==> config.mk <==
export PLATFORM = sky130hd
export DESIGN_NAME = posture_alarm_filter
export DESIGN_NICKNAME = d
export VERILOG_FILES = /design/src/design/paf_pkg.sv /design/src/design/paf_filter.sv /design/src/design/paf_alarm.sv /design/src/design/posture_alarm_filter.sv
export SDC_FILE = /design/constraint.sdc
export NUM_CORES = 1
export LEC_CHECK = 0
export BUFFER_PORTS_ARGS = -buffer_cell sky130_fd_sc_hd__buf_2
export CORE_ASPECT_RATIO = 0.6
export CORE_MARGIN = 2
export CORE_UTILIZATION = 55
export DETAILED_ROUTE_END_ITERATION = 10
export GPL_TIMING_DRIVEN = 0
export PLACE_DENSITY_LB_ADDON = 0.25
export SKIP_CTS_REPAIR_TIMING = 1
export SYNTH_ARGS = -nofsm -noshare
export SYNTH_HDL_FRONTEND = slang
export SYNTH_SLANG_ARGS = --single-unit
==> constraint.sdc <==
create_clock -name clk -period 9.8 [get_ports clk]
set_input_delay 0.49 -clock clk [delete_from_list [all_inputs] [get_ports clk]]
set_output_delay 0.49 -clock clk [all_outputs]
set_load 0.02 [all_outputs]
==> src/design/paf_pkg.sv <==
// shared types and constants for the posture alarm filter
// no dependencies
package paf_pkg;

  localparam int AngleW  = 12;
  localparam int LimitW  = 14;
  localparam int ThreshW = 8;
  localparam int HoldW   = 16;
  localparam int CoolW   = 20;
  localparam int ShiftW  = 3;
  localparam int TimeW   = 32;
  localparam int KpW     = 2;
  localparam int CfgIdxW = 3;
  localparam int CfgDatW = 20;
  localparam int InDatW  = 56;
  localparam int OutDatW = 16;

  localparam logic [KpW-1:0] KpAll = KpW'(3);
  localparam logic [3:0]     DegToTenths = 4'd10;

  localparam logic signed [AngleW-1:0] BaseReset   = '0;
  localparam logic [ThreshW-1:0]       ThreshReset = 8'd15;
  localparam logic [HoldW-1:0]         HoldReset   = 16'd1500;
  localparam logic [CoolW-1:0]         CoolReset   = 20'd10000;
  localparam logic [ShiftW-1:0]        ShiftReset  = 3'd2;

  typedef enum logic [CfgIdxW-1:0] {
    CFG_BASE_ANGLE = 3'd0,
    CFG_THRESHOLD  = 3'd1,
    CFG_HOLD_TIME  = 3'd2,
    CFG_COOLDOWN   = 3'd3,
    CFG_SHIFT      = 3'd4
  } cfg_idx_t;

  typedef struct packed {
    logic           study_mode;
    logic           person_seen;
    logic           head_in_view;
    logic [KpW-1:0] keypoint_count;
  } frame_flags_t;

  typedef struct packed {
    logic signed [AngleW-1:0] base_angle;
    logic [ThreshW-1:0]       threshold_degrees;
    logic [HoldW-1:0]         hold_time_ms;
    logic [CoolW-1:0]         cooldown_ms;
  } alarm_cfg_t;

endpackage

==> src/design/paf_filter.sv <==
// first-order low-pass on the pitch angle, loaded by the first item
// depends on paf_pkg
module paf_filter (
  input  logic                                clk,
  input  logic                                rst_n,
  input  logic                                en,
  input  logic signed [paf_pkg::AngleW-1:0]   pitch,
  input  logic [paf_pkg::ShiftW-1:0]          shift,
  output logic signed [paf_pkg::AngleW-1:0]   smoothed
);
  import paf_pkg::*;

  logic signed [AngleW-1:0] filt_r;
  logic                     loaded_r;
  logic signed [AngleW:0]   diff;
  logic signed [AngleW+1:0] adj;
  logic signed [AngleW+1:0] step;
  logic signed [AngleW+1:0] bias;
  logic signed [AngleW+1:0] sum;

  always_comb begin
    diff = $signed({pitch[AngleW-1], pitch}) - $signed({filt_r[AngleW-1], filt_r});
    // round toward zero for negative differences
    bias = diff[AngleW] ? (AngleW+2)'((15'd1 << shift) - 15'd1) : '0;
    adj  = $signed({diff[AngleW], diff}) + bias;
    step = adj >>> shift;
    sum  = $signed({{2{filt_r[AngleW-1]}}, filt_r}) + step;
    smoothed = loaded_r ? sum[AngleW-1:0] : pitch;
  end

  always_ff @(posedge clk) begin
    if (!rst_n) begin
      filt_r   <= '0;
      loaded_r <= 1'b0;
    end else if (en) begin
      filt_r   <= smoothed;
      loaded_r <= 1'b1;
    end
  end

endmodule

==> src/design/paf_alarm.sv <==
// bad-frame test with hold and cooldown timing
// depends on paf_pkg
module paf_alarm (
  input  logic                               clk,
  input  logic                               rst_n,
  input  logic                               en,
  input  paf_pkg::frame_flags_t              flags,
  input  logic signed [paf_pkg::AngleW-1:0]  smoothed,
  input  logic [paf_pkg::TimeW-1:0]          now_ms,
  input  paf_pkg::alarm_cfg_t                cfg,
  output logic                               trigger,
  output logic                               active
);
  import paf_pkg::*;

  logic [TimeW-1:0]         hold_start_r;
  logic [TimeW-1:0]         hold_start_nxt;
  logic [TimeW-1:0]         last_trig_r;
  logic [TimeW-1:0]         last_trig_nxt;
  logic signed [LimitW-1:0] limit;
  logic [ThreshW+3:0]       thr_tenths;
  logic [TimeW-1:0]         hs;
  logic [TimeW-1:0]         held;
  logic [TimeW-1:0]         since;

  always_comb begin
    thr_tenths = cfg.threshold_degrees * DegToTenths;
    limit = $signed({{(LimitW-AngleW){cfg.base_angle[AngleW-1]}}, cfg.base_angle})
            + $signed({{(LimitW-ThreshW-4){1'b0}}, thr_tenths});
    active = flags.study_mode && flags.person_seen && flags.head_in_view
             && (flags.keypoint_count >= KpAll)
             && ($signed({{(LimitW-AngleW){smoothed[AngleW-1]}}, smoothed}) > limit);
    hs      = (hold_start_r == '0) ? now_ms : hold_start_r;
    held    = now_ms - hs;
    since   = now_ms - last_trig_r;
    trigger = 1'b0;
    hold_start_nxt = '0;
    last_trig_nxt  = last_trig_r;
    if (active) begin
      hold_start_nxt = hs;
      if (held >= TimeW'(cfg.hold_time_ms) &&
          (last_trig_r == '0 || since >= TimeW'(cfg.cooldown_ms))) begin
        trigger        = 1'b1;
        last_trig_nxt  = now_ms;
        hold_start_nxt = now_ms;
      end
    end
  end

  always_ff @(posedge clk) begin
    if (!rst_n) begin
      hold_start_r <= '0;
      last_trig_r  <= '0;
    end else if (en) begin
      hold_start_r <= hold_start_nxt;
      last_trig_r  <= last_trig_nxt;
    end
  end

endmodule

==> src/design/posture_alarm_filter.sv <==
// posture alarm filter top level: config registers, input and result registers
// depends on paf_pkg, paf_filter, paf_alarm
//
// channel  direction  width  contents
// in_*     in         56     pitch, presence flags, keypoints, study mode, time
// out_*    out        16     trigger, active, smoothed angle
// cfg_*    in         20     register writes, no read-back
//
// one item per cycle while the output is not stalled; results are registered
// filter and alarm state update in the same cycle as the result is formed
// an input register and a result register part the two sides; a stalled
// result holds while one more item waits in the input register
// synchronous active-low reset restores register defaults and clears state
module posture_alarm_filter (
  input  logic                          clk,
  input  logic                          rst_n,
  input  logic                          in_tvalid,
  output logic                          in_tready,
  // pitch_tenths[11:0] person_seen[12] head_in_view[13] keypoint_count[15:14]
  // study_mode[16] now_ms[48:17] zero[55:49]
  input  logic [paf_pkg::InDatW-1:0]    in_tdata,
  output logic                          out_tvalid,
  input  logic                          out_tready,
  // alarm_trigger[0] alarm_active[1] smoothed_angle[13:2] zero[15:14]
  output logic [paf_pkg::OutDatW-1:0]   out_tdata,
  input  logic                          cfg_we,
  input  logic [paf_pkg::CfgIdxW-1:0]   cfg_index,
  input  logic [paf_pkg::CfgDatW-1:0]   cfg_wdata
);
  import paf_pkg::*;

  alarm_cfg_t               acfg_r;
  logic [ShiftW-1:0]        shift_r;
  logic                     in_vld_r;
  logic [InDatW-1:0]        in_dat_r;
  logic                     out_vld_r;
  logic [OutDatW-1:0]       out_dat_r;
  logic                     adv;
  frame_flags_t             flags;
  logic signed [AngleW-1:0] smoothed;
  logic                     trigger;
  logic                     active;

  always_ff @(posedge clk) begin
    if (!rst_n) begin
      acfg_r.base_angle        <= BaseReset;
      acfg_r.threshold_degrees <= ThreshReset;
      acfg_r.hold_time_ms      <= HoldReset;
      acfg_r.cooldown_ms       <= CoolReset;
      shift_r                  <= ShiftReset;
    end else if (cfg_we) begin
      unique case (cfg_idx_t'(cfg_index))
        CFG_BASE_ANGLE: acfg_r.base_angle        <= cfg_wdata[AngleW-1:0];
        CFG_THRESHOLD:  acfg_r.threshold_degrees <= cfg_wdata[ThreshW-1:0];
        CFG_HOLD_TIME:  acfg_r.hold_time_ms      <= cfg_wdata[HoldW-1:0];
        CFG_COOLDOWN:   acfg_r.cooldown_ms       <= cfg_wdata[CoolW-1:0];
        CFG_SHIFT:      shift_r                  <= cfg_wdata[ShiftW-1:0];
        default: ;
      endcase
    end
  end

  assign adv       = in_vld_r && (!out_vld_r || out_tready);
  assign in_tready = !in_vld_r || adv;

  always_ff @(posedge clk) begin
    if (!rst_n) begin
      in_vld_r <= 1'b0;
    end else if (in_tready) begin
      in_vld_r <= in_tvalid;
    end
  end

  always_ff @(posedge clk) begin
    if (in_tready && in_tvalid) begin
      in_dat_r <= in_tdata;
    end
  end

  assign flags.person_seen    = in_dat_r[12];
  assign flags.head_in_view   = in_dat_r[13];
  assign flags.keypoint_count = in_dat_r[15:14];
  assign flags.study_mode     = in_dat_r[16];

  paf_filter u_filter (
    .clk      (clk),
    .rst_n    (rst_n),
    .en       (adv),
    .pitch    (in_dat_r[AngleW-1:0]),
    .shift    (shift_r),
    .smoothed (smoothed)
  );

  paf_alarm u_alarm (
    .clk      (clk),
    .rst_n    (rst_n),
    .en       (adv),
    .flags    (flags),
    .smoothed (smoothed),
    .now_ms   (in_dat_r[48:17]),
    .cfg      (acfg_r),
    .trigger  (trigger),
    .active   (active)
  );

  always_ff @(posedge clk) begin
    if (!rst_n) begin
      out_vld_r <= 1'b0;
    end else if (adv) begin
      out_vld_r <= 1'b1;
    end else if (out_tready) begin
      out_vld_r <= 1'b0;
    end
  end

  always_ff @(posedge clk) begin
    if (adv) begin
      out_dat_r <= {2'b00, smoothed, active, trigger};
    end
  end

  assign out_tvalid = out_vld_r;
  assign out_tdata  = out_dat_r;

endmodule
Yosys cells after proc, flatten, opt, wreduce, memory -nomap -nowiden
Cells that the tools add are included.

operators by class
  equal/unequal tests = 4
  reductions and logical operators = 22
  multiplexer cells = 8
  shift-type cells = 2
  multipliers = 1
  $lt $le $gt $ge = 4
  $add $sub $neg = 7

operators by type and width
  kind                                                 count
  two-way mux 32 bit                                   3
  zero test 32 bit                                     2
  subtractor 32 bit                                    2
  greater-or-equal comparator 32 x 16 -> 1 bit         1
  greater-or-equal comparator 32 x 20 -> 1 bit         1
  adder 12 x 13 -> 14 bit                              1
  adder 13 x 14 -> 14 bit                              1
  greater-than comparator 12 x 14 -> 1 bit             1
  two-way mux 14 bit                                   1
  left shift 1 x 3 -> 14 bit, first input constant     1
  >>> shifter 14 x 3 -> 12 bit                         1
  subtractor 14 x 1 -> 14 bit, second input constant   1
  subtractor 12 x 12 -> 13 bit                         1
  adder 12 bit                                         1
  two-way mux 12 bit                                   1
  multiplier 8 x 3 -> 11 bit, second input constant    1
  AND reduction 2 bit                                  5
  logical AND 1 bit                                    7
  equality test 3 x 2 -> 1 bit, second input constant  2
  equality test 3 x 1 -> 1 bit, second input constant  1
  equality test 3 bit, second input constant           1
  zero test 3 bit                                      1
  logical OR 1 bit                                     3
  two-way mux 1 bit                                    3
  4 further kinds                                      5

storage, ports and cells
  logic and storage cells = 62
  register bits after elaboration = 201
  bits of input ports = 84

Depth between registers and ports, before layout
  depth after elaboration = 10
  gate-level depth with buffers = 46
  mapped depth without buffers = 44

Hierarchy
A second synthesis with hierarchy kept.

second synthesis, totals
  cells, all modules = 1811
  area, all modules = 15884.0 µm²

by module, submodules not included
  module                area an instance (µm²)  instances  cells an instance  seq. area each (µm²)
  paf_alarm             8735.9                  1          1143               1281.2
  posture_alarm_filter  4317.9                  1          306                3113.0
  paf_filter            2830.2                  1          362                260.2

Least setup slack after synthesis
No wires, ideal clock.

  path kind = flip-flop to flip-flop
  from = reg in_dat_r[0]
  to = reg u_alarm.last_trig_r[10]
  path slack = 2417 ps
  period minus slack after synthesis = 7383 ps
  arrival time = 7263 ps
  stages on the path, launching flop included = 44
  data required time = 9680 ps
  cells stage by stage = edfxtp_1 -> inv_1 -> ha_1 -> inv_1 -> fa_1 -> a211oi_1 -> o21ai_1 -> nand4_1 -> nand2_1 -> nor2_1 -> ha_1 -> a211oi_1 -> o21bai_1 -> a21o_1 -> a21oi_1 -> o21bai_1 -> xor2_1 -> mux2i_1 -> [... 8 more ...] -> a21o_1 -> a21o_1 -> a21o_1 -> a21oi_1 -> xnor2_1 -> mux2_2 -> ha_1 -> a21o_1 -> a2111oi_0 -> nand2_1 -> o211ai_1 -> a21boi_0 -> mux2i_2 -> and2_1 -> and2_4 -> buf_6 -> buf_6 -> mux2i_1

between the ends
  cells in the longest elaborated chain, start to end = 9

ends and longest elaborated chain
  item                                          RTL line                    source
  start: declaration                            posture_alarm_filter.sv:35  logic [InDatW-1:0] in_dat_r;
  start signal: assignment                      posture_alarm_filter.sv:76  in_dat_r <= in_tdata;
  subtractor 12 x 12 -> 13 bit (*)              paf_filter.sv:22            diff = $signed({pitch[AngleW-1], pitch}) - $signed({filt_r[AngleW-1], filt_r});
  two-way mux 14 bit                            paf_filter.sv:24            bias = diff[AngleW] ? (AngleW+2)'((15'd1 << shift) - 15'd1) : '0;
  adder 13 x 14 -> 14 bit (*)                   paf_filter.sv:25            adj = $signed({diff[AngleW], diff}) + bias;
  >>> shifter 14 x 3 -> 12 bit (*)              paf_filter.sv:26            step = adj >>> shift;
  adder 12 bit (*)                              paf_filter.sv:27            sum = $signed({{2{filt_r[AngleW-1]}}, filt_r}) + step;
  two-way mux 12 bit (*)                        paf_filter.sv:28            smoothed = loaded_r ? sum[AngleW-1:0] : pitch;
  net smoothed[8]                               posture_alarm_filter.sv:40  logic signed [AngleW-1:0] smoothed;
  greater-than comparator 12 x 14 -> 1 bit (*)  paf_alarm.sv:32             && ($signed({{(LimitW-AngleW){smoothed[AngleW-1]}}, smoothed}) > limit);
  logical AND 1 bit (*)                         paf_alarm.sv:32
  net active                                    posture_alarm_filter.sv:42  logic active;
  AND reduction 3 bit (no line) (*)             n/a
  end signal: assignment                        paf_alarm.sv:56             last_trig_r <= last_trig_nxt;
  end: declaration                              paf_alarm.sv:18             logic [TimeW-1:0] last_trig_r;

Mark *: on every way through the listed nets, which the timed path passes. The rest lies on a longest branch.
A chain may end at the register's enable or synchronous reset.

Final worst setup path
  from = reg in_dat_r[0]
  to = reg u_alarm.last_trig_r[24]

Same word-level chain as after synthesis.

==> flow_summary_export.csv <==
group,metric,value,unit
pwr,internal-power,1.81,mW
job,max_cap_violations,0,
clock_tree,cts_tree,"yes",
global_routing,track_usage,30.9,%
finish,fin_cells,2316,
synthesis,netlist_area,15400,µm²
placement,postPlaceCellArea,16400,µm²
clock_tree,cts_root_buf,"clkbuf_16",
routing,drc_errors,0,
pwr,pwr-share-seq,33.0,%
synthesis,syn_inst,1813,
finish,layout-drive-gt1-share,8.88,%
die,core-area,27600,µm²
finish,multi_input_area,9940,µm²
synthesis,yosysTopAreaCell,"dfxtp_1",
worst_setup_path,end_kind,"flop",
timing,fin_crit,9220,ps
timing,rsz0062_at_grt,"no",
global_routing,grt_pass1_wl,70900,µm
timing,period_share,94.1,%
global_routing,antenna_found_initial,0,
hold_path,whs_path_depth,1,
clock_tree,cts_buffer_depth,3,
worst_setup_path,cp_top_family,"compound AO/OA/AOI/OAI gates",
placement,gp_congestion,0.947,
worst_setup_path,cp.arrival,9680,ps
worst_setup_path,critPathMaxFanout,10,
pwr,p_sw,1.01,mW
die,die_area,29400,µm²
synthesis,ys_seq_elements,201,
worst_setup_path,startpoint_type,"flop",
finish,fill_cells,2396,
timing,finalHoldViolCount,0,
pwr,netSwitchingFraction,35.9,%
synthesis,ys.flop_type,"dfxtp_1",
routing,antenna_left,0,
finish,n_antenna_cell,0,
die,initial_utilization,55.9,%
finish,final_cell_mix,"263 x nand2_1, 170 x ha_1, 140 x inv_1",
pwr,p_per_area,164,nW/µm²
routing,detail_route.wl_per_cell,19.9,µm
worst_setup_path,crit_slowest_cell,"edfxtp_1",
pwr,ir_drop,149,µV
placement,hpwlAfterDp,36600,µm
synthesis,netlist.area_leader.share,17.9,%
worst_setup_path,crit_type,"flop to flop",
clock_tree,htree_levels,1,
routing,viasPerCell,6.12,
global_routing,grt_pass1_vias,13000,
finish,final_common_cell,"nand2_1",
timing,slew_viol_final,0,
clock_tree,worst_skew_pair.late_latency,540,ps
clock_tree,clk_pin_slew_worst_paths,70,ps
die,die_h,134,µm
die,die_w,220,µm
synthesis,synth-async-reset-ratio,0,%
routing,vias,14200,
placement,place_inst,2276,
finish,fin_area,17100,µm²
worst_setup_path,max_stage_delay,470,ps
synthesis,synth_seq_area_share,30.2,%
synthesis,synthTopCellsByArea,"dfxtp_1 18%, ha_1 14%, edfxtp_1 12%",
pwr,p_leak,7.00,nW
clock_tree,cts.sinks,201,
timing,max_freq,0.108,GHz
finish,syn2layout_area_growth,11.2,%
finish,num-nets-final,2194,
clock_tree,cts_buffers,22,
timing,setup_viol,0,
timing,fin_skew,14.1,ps
timing,slew_headroom,22.1,%
die,io_pins,102,
synthesis,synth_cell_types,84,
synthesis,yosysWarningCount,0,
synthesis,synth_edf_count,63,
placement,port_buffers,91,
routing,postRouteWirelength,46100,µm
pwr,power_frac_clock,31.5,%
status,outcome,"completed",
worst_setup_path,crit_buf_inv,5,
worst_setup_path,cp.required,10260,ps
synthesis,avgSynthCellArea,8.50,µm²
routing,drtIter0Drc,1735,
worst_setup_path,reg2reg_depth,43,
pwr,combPwrFrac,35.4,%
die,std_cell_rows,47,
routing,first_pass_iters,5,
global_routing,grt_max_degree,31,
finish,seq_area,4650,µm²
timing,tightest_slew,1170,ps
hold_path,hold_path_class,"primary input to flop",
global_routing,overflow,0,
worst_setup_path,cp.depth,43,
timing,tns,0,ps
-- final cells by class --
class / instances / area share [%]
plain buffers: 64 / 1.78
inverters: 142 / 3.11
well taps: 367 / 2.68
flip-flops and latches: 201 / 27.2
repair buffers: 92 / 2.78
clock inverters: 9 / 0.497
multi-input cells: 1410 / 58.0
clock buffers: 31 / 3.95
-- stage by stage --
stage | total power, mW | util [%] | setup slack [ps] | hold WS, ps
5_1_grt | 2.96 | 62.1 | 12.9 | 112
4_1_cts | 2.79 | 62.1 | 762 | 104
6_report | 2.82 | 62.1 | 577 | 122
3_3_place_gp | 1.88 | 59.2 | 1120 | 453
2_1_floorplan | 1.65 | - | 2420 | 443
3_5_place_dp | 1.91 | 59.3 | 836 | 462
-- sequential cells by signal, indices dropped and copies added, names as in the netlist --
signal,flops
shift_r,3
acfg_r,56
out_tdata,14
u_alarm.last_trig_r,32
u_alarm.hold_start_r,32
u_filter.filt_r,12
in_vld_r,1
out_tvalid,1
in_dat_r,49
u_filter.loaded_r,1
-- power groups by stage --
stage	Sequential, mW	Clock, mW	Combinational [mW]
6_report	0.930	0.888	0.998
2_1_floorplan	0.934	0	0.721
4_1_cts	0.927	0.893	0.973
5_1_grt	0.932	0.923	1.10
3_5_place_dp	0.945	0	0.965
3_3_place_gp	0.946	0	0.934
-- Yosys cell counts (6+ instances only) --
cell type	instances
ha_1	170
mux2i_1	62
xnor2_1	57
a31oi_1	11
nand2b_1	16
o21ai_1	11
nor2b_1	22
inv_1	140
dfxtp_1	138
nand4_1	18
nor2_1	81
a211oi_1	17
a21o_1	45
nand3b_1	7
xor2_1	29
a21boi_0	54
nand2_1	263
nor3_1	38
o21ai_0	66
mux2_2	12
and3_1	13
o21bai_1	20
o21a_1	19
a32o_1	33
clkbuf_1	48
and2_1	6
o211ai_1	29
fa_1	7
nor4_1	23
o211a_1	7
or3_1	10
a21oi_1	138
buf_6	7
edfxtp_1	63
nand3_1	22
-- layer usage --
layer | global-route usage [%] | vias to the layer above | share of wire [%] | wire length (µm)
li1 | - | 6807 | - | -
met1 | 49.9 | 6646 | 49 | 22700
met2 | 40.3 | 676 | 37 | 17000
met5 | 0 | - | 0 | 0
met3 | 8.08 | 42 | 12 | 5710
met4 | 5.48 | 0 | 1.5 | 697
-- cells by family (layout without fill, tap and decap cells) --
kind of cell | Yosys count | count (layout) | share of synthesized area [%]
adder cells (fa/ha/maj) | 177 | 177 | 14.7
XOR/XNOR | 86 | 86 | 4.89
other | 1 | 5 | 0.0243
AND/OR/NAND/NOR | 545 | 545 | 16.5
flip-flops | 201 | 201 | 30.2
AO/OA/AOI/OAI | 522 | 522 | 23.2
multiplexers | 75 | 75 | 4.99
buffers and inverters | 206 | 338 | 5.44
-- final timing paths --
path	end	slack, ps	from
worst max register to register	u_alarm.last_trig_r[24]$_SDFFE_PN0P_	580	in_dat_r[0]$_DFFE_PP_
worst min register to register	acfg_r[1]$_SDFFE_PN0P_	470	acfg_r[1]$_SDFFE_PN0P_
worst max-delay path	u_alarm.last_trig_r[24]$_SDFFE_PN0P_	580	in_dat_r[0]$_DFFE_PP_
worst min-delay path	in_dat_r[38]$_DFFE_PP_	120	in_tdata[38]
(Power assumes the default switching activity.)
